<file path="src/sv/fpr_pkg.sv">
// Package for the framed packet receiver.
// Holds the register reset values, status codes and the shared structs.
// No dependencies.
package fpr_pkg;

  localparam int unsigned ByteW   = 8;
  localparam int unsigned StatusW = 2;
  localparam int unsigned CfgIdxW = 2;

  localparam logic [ByteW-1:0] SyncFirstRst = 8'h00;
  localparam logic [ByteW-1:0] SyncSecondRst = 8'h00;
  localparam logic [ByteW-1:0] HuntTriesRst = 8'd20;
  localparam logic [ByteW-1:0] MaxLengthRst = 8'd64;
  localparam logic [ByteW-1:0] ChecksumBase = 8'hFF;

  localparam logic [CfgIdxW-1:0] CfgSyncFirst  = 2'd0;
  localparam logic [CfgIdxW-1:0] CfgSyncSecond = 2'd1;
  localparam logic [CfgIdxW-1:0] CfgHuntTries  = 2'd2;
  localparam logic [CfgIdxW-1:0] CfgMaxLength  = 2'd3;

  localparam logic [StatusW-1:0] StOk     = 2'd0;
  localparam logic [StatusW-1:0] StHeader = 2'd1;
  localparam logic [StatusW-1:0] StSize   = 2'd2;
  localparam logic [StatusW-1:0] StCsum   = 2'd3;

  localparam logic KindData   = 1'b0;
  localparam logic KindStatus = 1'b1;

  typedef struct packed {
    logic [ByteW-1:0] sync_first;
    logic [ByteW-1:0] sync_second;
    logic [ByteW-1:0] hunt_tries;
    logic [ByteW-1:0] max_length;
  } cfg_t;

  typedef struct packed {
    logic               kind;
    logic [ByteW-1:0]   data_byte;
    logic [ByteW-1:0]   command_id;
    logic [ByteW-1:0]   payload_length;
    logic [StatusW-1:0] status;
  } result_t;

endpackage

</file>
<file path="src/sv/fpr_cfg_regs.sv">
// Configuration register bank of the framed packet receiver.
// Depends on fpr_pkg for the register indexes and reset values.
module fpr_cfg_regs (
  input  logic                         clk_i,
  input  logic                         rst_ni,
  input  logic                         cfg_we_i,
  input  logic [fpr_pkg::CfgIdxW-1:0]  cfg_index_i,
  input  logic [fpr_pkg::ByteW-1:0]    cfg_data_i,
  output fpr_pkg::cfg_t                cfg_o
);
  import fpr_pkg::*;

  cfg_t cfg_q;

  always_ff @(posedge clk_i or negedge rst_ni) begin
    if (!rst_ni) begin
      cfg_q.sync_first  <= SyncFirstRst;
      cfg_q.sync_second <= SyncSecondRst;
      cfg_q.hunt_tries  <= HuntTriesRst;
      cfg_q.max_length  <= MaxLengthRst;
    end else if (cfg_we_i) begin
      case (cfg_index_i)
        CfgSyncFirst:  cfg_q.sync_first  <= cfg_data_i;
        CfgSyncSecond: cfg_q.sync_second <= cfg_data_i;
        CfgHuntTries:  cfg_q.hunt_tries  <= cfg_data_i;
        CfgMaxLength:  cfg_q.max_length  <= cfg_data_i;
        default: ;
      endcase
    end
  end

  assign cfg_o = cfg_q;

endmodule

</file>
<file path="src/sv/fpr_parser.sv">
// Input register and packet parsing state machine of the framed packet receiver.
// Depends on fpr_pkg for the configuration and result structs.
module fpr_parser (
  input  logic                      clk_i,
  input  logic                      rst_ni,
  input  fpr_pkg::cfg_t             cfg_i,
  input  logic                      in_valid_i,
  output logic                      in_ready_o,
  input  logic [fpr_pkg::ByteW-1:0] rx_byte_i,
  input  logic                      res_ready_i,
  output logic                      res_valid_o,
  output fpr_pkg::result_t          res_o
);
  import fpr_pkg::*;

  localparam logic [2:0] PhSync1 = 3'd0;
  localparam logic [2:0] PhSync2 = 3'd1;
  localparam logic [2:0] PhCmd   = 3'd2;
  localparam logic [2:0] PhLen   = 3'd3;
  localparam logic [2:0] PhData  = 3'd4;
  localparam logic [2:0] PhCheck = 3'd5;

  logic             in_valid_q;
  logic [ByteW-1:0] in_byte_q;
  logic             step;

  logic [2:0]       phase_q, phase_d;
  logic [ByteW-1:0] failed_q, failed_d;
  logic [ByteW-1:0] command_q, command_d;
  logic [ByteW-1:0] length_q, length_d;
  logic [ByteW-1:0] left_q, left_d;
  logic [ByteW-1:0] sum_q, sum_d;

  logic [ByteW-1:0] limit;
  logic [ByteW:0]   tries_next;
  logic             tries_hit;
  logic [ByteW-1:0] left_dec;
  logic             has_res;
  result_t          res;

  assign step       = in_valid_q && res_ready_i;
  assign in_ready_o = !in_valid_q || res_ready_i;

  always_ff @(posedge clk_i or negedge rst_ni) begin
    if (!rst_ni) begin
      in_valid_q <= 1'b0;
    end else if (in_ready_o) begin
      in_valid_q <= in_valid_i;
    end
  end

  always_ff @(posedge clk_i) begin
    if (in_ready_o && in_valid_i) begin
      in_byte_q <= rx_byte_i;
    end
  end

  // A hunt limit of zero acts as a limit of one.
  assign limit      = (cfg_i.hunt_tries == '0) ? ByteW'(1) : cfg_i.hunt_tries;
  assign tries_next = {1'b0, failed_q} + (ByteW+1)'(1);
  assign tries_hit  = tries_next >= {1'b0, limit};
  assign left_dec   = left_q - ByteW'(1);

  always_comb begin
    phase_d            = phase_q;
    failed_d           = failed_q;
    command_d          = command_q;
    length_d           = length_q;
    left_d             = left_q;
    sum_d              = sum_q;
    has_res            = 1'b0;
    res.kind           = KindStatus;
    res.data_byte      = '0;
    res.command_id     = '0;
    res.payload_length = '0;
    res.status         = StOk;
    case (phase_q)
      PhSync2: begin
        if (in_byte_q == cfg_i.sync_second) begin
          failed_d = '0;
          phase_d  = PhCmd;
        end else begin
          phase_d = PhSync1;
          if (tries_hit) begin
            failed_d   = '0;
            has_res    = 1'b1;
            res.status = StHeader;
          end else begin
            failed_d = tries_next[ByteW-1:0];
          end
        end
      end
      PhCmd: begin
        command_d = in_byte_q;
        phase_d   = PhLen;
      end
      PhLen: begin
        length_d = in_byte_q;
        sum_d    = '0;
        if (in_byte_q > cfg_i.max_length) begin
          phase_d            = PhSync1;
          has_res            = 1'b1;
          res.command_id     = command_q;
          res.payload_length = in_byte_q;
          res.status         = StSize;
        end else begin
          left_d  = in_byte_q;
          phase_d = (in_byte_q == '0) ? PhCheck : PhData;
        end
      end
      PhData: begin
        sum_d  = sum_q + in_byte_q;
        left_d = left_dec;
        if (left_dec == '0) begin
          phase_d = PhCheck;
        end
        has_res            = 1'b1;
        res.kind           = KindData;
        res.data_byte      = in_byte_q;
        res.command_id     = command_q;
        res.payload_length = length_q;
      end
      PhCheck: begin
        phase_d            = PhSync1;
        has_res            = 1'b1;
        res.command_id     = command_q;
        res.payload_length = length_q;
        res.status         = (in_byte_q == (ChecksumBase - sum_q)) ? StOk : StCsum;
      end
      default: begin
        if (in_byte_q == cfg_i.sync_first) begin
          phase_d = PhSync2;
        end else begin
          phase_d = PhSync1;
          if (tries_hit) begin
            failed_d   = '0;
            has_res    = 1'b1;
            res.status = StHeader;
          end else begin
            failed_d = tries_next[ByteW-1:0];
          end
        end
      end
    endcase
  end

  always_ff @(posedge clk_i or negedge rst_ni) begin
    if (!rst_ni) begin
      phase_q   <= PhSync1;
      failed_q  <= '0;
      command_q <= '0;
      length_q  <= '0;
      left_q    <= '0;
      sum_q     <= '0;
    end else if (step) begin
      phase_q   <= phase_d;
      failed_q  <= failed_d;
      command_q <= command_d;
      length_q  <= length_d;
      left_q    <= left_d;
      sum_q     <= sum_d;
    end
  end

  assign res_valid_o = step && has_res;
  assign res_o       = res;

endmodule

</file>
<file path="src/sv/fpr_out_stage.sv">
// Result register of the framed packet receiver.
// Depends on fpr_pkg for the result struct.
module fpr_out_stage (
  input  logic             clk_i,
  input  logic             rst_ni,
  input  logic             res_valid_i,
  output logic             res_ready_o,
  input  fpr_pkg::result_t res_i,
  output logic             out_valid_o,
  input  logic             out_ready_i,
  output fpr_pkg::result_t out_o
);
  import fpr_pkg::*;

  logic    out_valid_q;
  result_t out_q;

  assign res_ready_o = !out_valid_q || out_ready_i;

  always_ff @(posedge clk_i or negedge rst_ni) begin
    if (!rst_ni) begin
      out_valid_q <= 1'b0;
    end else if (res_ready_o) begin
      out_valid_q <= res_valid_i;
    end
  end

  always_ff @(posedge clk_i) begin
    if (res_ready_o && res_valid_i) begin
      out_q <= res_i;
    end
  end

  assign out_valid_o = out_valid_q;
  assign out_o       = out_q;

endmodule

</file>
<file path="src/sv/framed_packet_receiver_unit.sv">
// Framed packet receiver: takes one received byte per beat and parses packets of the form
// sync, sync, command, length, payload, checksum. A new byte is accepted every clock cycle
// as long as results are taken; each byte passes an input register, one step of the parsing
// state machine and a result register, from which its result is taken. While a result waits
// and a byte is held in the input register, the input ready follows the output ready.
// Payload bytes come out as they arrive, and a status beat closes each packet or reports a
// header or size error.
// Depends on fpr_pkg, fpr_cfg_regs, fpr_parser and fpr_out_stage.
module framed_packet_receiver_unit (
  input  logic                         clk_i,
  input  logic                         rst_ni,
  input  logic                         cfg_we_i,
  input  logic [fpr_pkg::CfgIdxW-1:0]  cfg_index_i,
  input  logic [fpr_pkg::ByteW-1:0]    cfg_data_i,
  input  logic                         in_valid_i,
  output logic                         in_ready_o,
  input  logic [fpr_pkg::ByteW-1:0]    rx_byte_i,
  output logic                         out_valid_o,
  input  logic                         out_ready_i,
  output logic                         kind_o,
  output logic [fpr_pkg::ByteW-1:0]    data_byte_o,
  output logic [fpr_pkg::ByteW-1:0]    command_id_o,
  output logic [fpr_pkg::ByteW-1:0]    payload_length_o,
  output logic [fpr_pkg::StatusW-1:0]  status_o
);
  import fpr_pkg::*;

  cfg_t    cfg;
  logic    res_valid;
  logic    res_ready;
  result_t res;
  result_t out;

  fpr_cfg_regs u_cfg (
    .clk_i       (clk_i),
    .rst_ni      (rst_ni),
    .cfg_we_i    (cfg_we_i),
    .cfg_index_i (cfg_index_i),
    .cfg_data_i  (cfg_data_i),
    .cfg_o       (cfg)
  );

  fpr_parser u_parser (
    .clk_i       (clk_i),
    .rst_ni      (rst_ni),
    .cfg_i       (cfg),
    .in_valid_i  (in_valid_i),
    .in_ready_o  (in_ready_o),
    .rx_byte_i   (rx_byte_i),
    .res_ready_i (res_ready),
    .res_valid_o (res_valid),
    .res_o       (res)
  );

  fpr_out_stage u_out (
    .clk_i       (clk_i),
    .rst_ni      (rst_ni),
    .res_valid_i (res_valid),
    .res_ready_o (res_ready),
    .res_i       (res),
    .out_valid_o (out_valid_o),
    .out_ready_i (out_ready_i),
    .out_o       (out)
  );

  assign kind_o           = out.kind;
  assign data_byte_o      = out.data_byte;
  assign command_id_o     = out.command_id;
  assign payload_length_o = out.payload_length;
  assign status_o         = out.status;

endmodule

</file>
<file path="config.mk">
export PLATFORM = sky130hd
export DESIGN_NAME = framed_packet_receiver_unit
export DESIGN_NICKNAME = d
export VERILOG_FILES = /design/src/sv/fpr_pkg.sv /design/src/sv/fpr_cfg_regs.sv /design/src/sv/fpr_parser.sv /design/src/sv/fpr_out_stage.sv /design/src/sv/framed_packet_receiver_unit.sv
export SDC_FILE = /design/constraint.sdc
export NUM_CORES = 1
export LEC_CHECK = 0
export ABC_AREA = 1
export BUFFER_PORTS_ARGS = -buffer_cell sky130_fd_sc_hd__clkbuf_2
export CORE_ASPECT_RATIO = 1.2
export CORE_UTILIZATION = 50
export DETAILED_ROUTE_END_ITERATION = 10
export HOLD_SLACK_MARGIN = 0.02
export PLACE_DENSITY = 0.74
export SLEW_MARGIN = 20
export SYNTH_ARGS = -nofsm -noshare
export SYNTH_HDL_FRONTEND = slang
export SYNTH_SLANG_ARGS = --single-unit
export TNS_END_PERCENT = 100
</file>
<file path="constraint.sdc">
create_clock -name clk_i -period 3.2 [get_ports clk_i]
set_input_delay 0.48 -clock clk_i [delete_from_list [all_inputs] [get_ports clk_i]]
set_output_delay 0.48 -clock clk_i [all_outputs]
set_load 0.005 [all_outputs]
</file>
==> results_dict.tcl <==
set metrics [dict create \
    startpoint_type "flip-flop" \
    wire_per_inst_um 14.6 \
    cts_buffer_depth 2 \
    drt_pre_antenna_iters 5 \
    row_count 42 \
    die_w_um 99.0 \
    floorplan.initialDensity_pct 51.4 \
    fin_tns_setup_ns 0 \
    crit_fanout 27 \
    cts_tree "done" \
    min_period_over_period_pct 87.3 \
    drc 0 \
    hold_path.class "primary input to asynchronous set/reset pin" \
    yosys.area.top_type "dfrtp_1" \
    root_buffer "clkbuf_16" \
    synthDistinctLibCells 38 \
    hpwl_um 8930 \
    tightest_slew_ns 0.964 \
    p_int_mw 2.55 \
    crit_arrival_ns 2.81 \
    io_buffers 51 \
    netlist.area_leader.share_pct 32.8 \
    fin_nets 742 \
    finalPower_mw 3.65 \
    r2r-start "u_parser.failed_q[0]$_DFFE_PN0P_" \
    io_pins 52 \
    p_leak_nw 3.10 \
    ff2ff_path_depth 17 \
    syn_nets 689 \
    p_sw_mw 1.10 \
    critPathKind "flip-flop to flip-flop" \
    grt_pass1_wl_um 20500 \
    htreeDepth 3 \
    grt_pass1_vias 4277 \
    placed_cell_area_sq_um 6020 \
    syn_inst 638 \
    dieArea_sq_um 11700 \
    synth.cell_area_sq_um 5640 \
    wirelength_um 12100 \
    drive_gt1_share_pct 11.9 \
    routed-via-count 4390 \
    rsz0062_at_grt "false" \
    final_cell_area_sq_um 6290 \
    power_frac_seq_pct 50.3 \
    yosys_warnings 0 \
    layout_min_cycle_time_ns 2.79 \
    antenna_found_initial 0 \
    final_core_util_pct 57.3 \
    slew_violations 0 \
    syn-mean-instance-area_sq_um 8.84 \
    vias_per_cell 5.30 \
    clockPowerShare_pct 27.9 \
    post_synth_most_frequent_cells "nand2_1 (174), inv_1 (88), dfrtp_1 (74), o21ai_0 (70), nor2_1 (41)" \
    clk-insertion-delay-late_ns 0.34 \
    final-hold-violation-count 0 \
    synth_edf_count 35 \
    synth-seq-cells 112 \
    postCtsHoldBufs 0 \
    diodes 0 \
    synthArstFlopShare_pct 68.8 \
    synth.area.top_cells "dfrtp_1 (33%), edfxtp_1 (19%), nand2_1 (12%), o21ai_0 (6.2%), ha_1 (6.0%)" \
    clock_sink_count 112 \
    power_density_nw_per_um2 580 \
    ys_seq_area_share_pct 52.9 \
    yosysMostFrequentCell "nand2_1" \
    max_freq_ghz 0.358 \
    cts.repair.resized 0 \
    grt_util_all_layers_pct 22.5 \
    timing.rr.end "u_out.out_o[5]$_DFFE_PP_" \
    synth_ff_type "dfrtp_1" \
    grt_overflow 0 \
    switching_share_pct 30.2 \
    die_h_um 118 \
    drtIter0Drc 220 \
    detail-route-antenna-nets 0 \
    rrSetupSlack_ns 0.41 \
    setup_viol 0 \
    slew_headroom_pct 35.7 \
    area_delta_synth_final_pct 11.5 \
    gp_congestion 0.880 \
    finalHoldWorstSlack_ns 0.282 \
    status "completed" \
    finClkSkew_ns 0.00468 \
    clk_pin_slew_ns 0.06 \
    core_area_sq_um 11000 \
    combPwrFrac_pct 21.8 \
    numCtsBuffers 9 \
    ir_drop_mv 0.341 \
    drv_cap 0 \
    post_cts_buffers 0 \
    grt_max_degree 78 \
    endpoint_kind "flip-flop" \
    required_ns 3.22 \
]
==> area by class of cell <==
class / count / area (sq um)
fillers: 957 / 4690
flip-flops and latches: 112 / 2980
multi-input cells: 425 / 2270
inverters: 91 / 344
repair buffers: 52 / 265
clock buffers: 12 / 246
well taps: 132 / 165
clock inverters: 4 / 21.3
==> sequential cells by signal, indices dropped and copies added, names as in the netlist <==
signal,cells
u_parser.in_byte_q,8
u_out.out_o,27
u_out.out_valid_o,1
u_cfg.cfg_o,32
u_parser.left_q,8
u_parser.command_q,8
u_parser.in_valid_q,1
u_parser.length_q,8
u_parser.failed_q,8
u_parser.phase_q,3
u_parser.sum_q,8
==> critical path: stages (launching register included) <==
cell and delay (ns):
dfrtp_1 0.42, ha_1 0.20, nand3_1 0.12, xnor2_1 0.16, ha_1 0.31, nand2_1 0.08, nor2_1 0.10, nand2_1 0.06
nand3_1 0.06, nand2_1 0.05, nand2_1 0.05, nand2_1 0.05, nand2_1 0.11, nand2_1 0.10, nand2_1 0.08, nand3_1 0.11
inv_1 0.09, buf_4 0.30
==> cells in the final DEF (no fill, tap or decap), drive strengths merged <==
| master | Yosys | final |
|---|---|---|
| o21ai | 78 | 78 |
| nand3b | 1 | 1 |
| buf | 5 | 2 |
| fa | 1 | 1 |
| dfstp | 3 | 3 |
| clkbuf | 5 | 62 |
| clkinv | 0 | 3 |
| o2111ai | 1 | 1 |
| xnor2 | 12 | 12 |
| ha | 27 | 27 |
| o211ai | 4 | 4 |
| a31oi | 2 | 2 |
| a41o | 1 | 1 |
| nand2 | 180 | 180 |
| nand4 | 13 | 13 |
| nor3 | 2 | 2 |
| xor2 | 10 | 10 |
| a21o | 2 | 2 |
| a21oi | 11 | 11 |
| nor4 | 1 | 1 |
| nor2 | 45 | 45 |
| clkinvlp | 0 | 1 |
| inv | 91 | 91 |
| or2 | 2 | 2 |
| nand3 | 30 | 30 |
| edfxtp | 35 | 35 |
| dfrtp | 74 | 74 |
| a22o | 2 | 2 |
==> cells by family after synthesis <==
logic type	after synthesis	share of synthesized area, %
AO/OA/AOI/OAI	101	9.56
XOR/XNOR	22	3.42
adder cells (fa/ha/maj)	28	6.34
buffers and inverters	101	6.94
flip-flops	112	52.9
AND/OR/NAND/NOR	274	20.9
==> how the worst max path moves through the flow <==
stage / from / endpoint / slack, ns / depth (start not counted)
6_report: u_parser.failed_q[0]$_DFFE_PN0P_ / u_out.out_o[5]$_DFFE_PP_ / 0.41 / 17
5_1_grt: u_parser.failed_q[0]$_DFFE_PN0P_ / u_out.out_o[2]$_DFFE_PP_ / 0.12 / 17
4_1_cts: u_parser.failed_q[0]$_DFFE_PN0P_ / u_out.out_o[2]$_DFFE_PP_ / 0.41 / 17
3_5_place_dp: u_parser.failed_q[0]$_DFFE_PN0P_ / u_out.out_o[20]$_SDFFCE_PN0P_ / 0.45 / 17
3_3_place_gp: u_parser.failed_q[0]$_DFFE_PN0P_ / u_out.out_o[5]$_DFFE_PP_ / 0.58 / 17
2_1_floorplan: u_parser.failed_q[0]$_DFFE_PN0P_ / u_out.out_o[0]$_DFFE_PP_ / 0.48 / 16
==> through the flow <==
stage          setup WS [ns]  std cells
2_1_floorplan          0.480        638
3_3_place_gp           0.584        812
3_5_place_dp           0.446        812
4_1_cts                0.406        828
5_1_grt                0.121        828
6_report               0.406        828
==> power groups by stage <==
stage	combinational [mW]	clock, mW	sequential (mW)
finish	0.794	1.02	1.84
global route	0.922	1.09	1.86
CTS	0.797	1.04	1.84
detailed placement	0.789	0	1.86
global placement	0.761	0	1.85
floorplan	0.525	0	1.84
==> metal layers <==
layer	global-route usage (%)	vias up	routed length [um]	part of all wire, %
met5	0	-	0	0
met2	38.4	118	5990	50
li1	-	2176	-	-
met1	29.2	2078	5410	45
met3	3.73	18	466	3.9
met4	7.09	0	208	1.7
No activity file was read; power rests on OpenSTA's default activity.
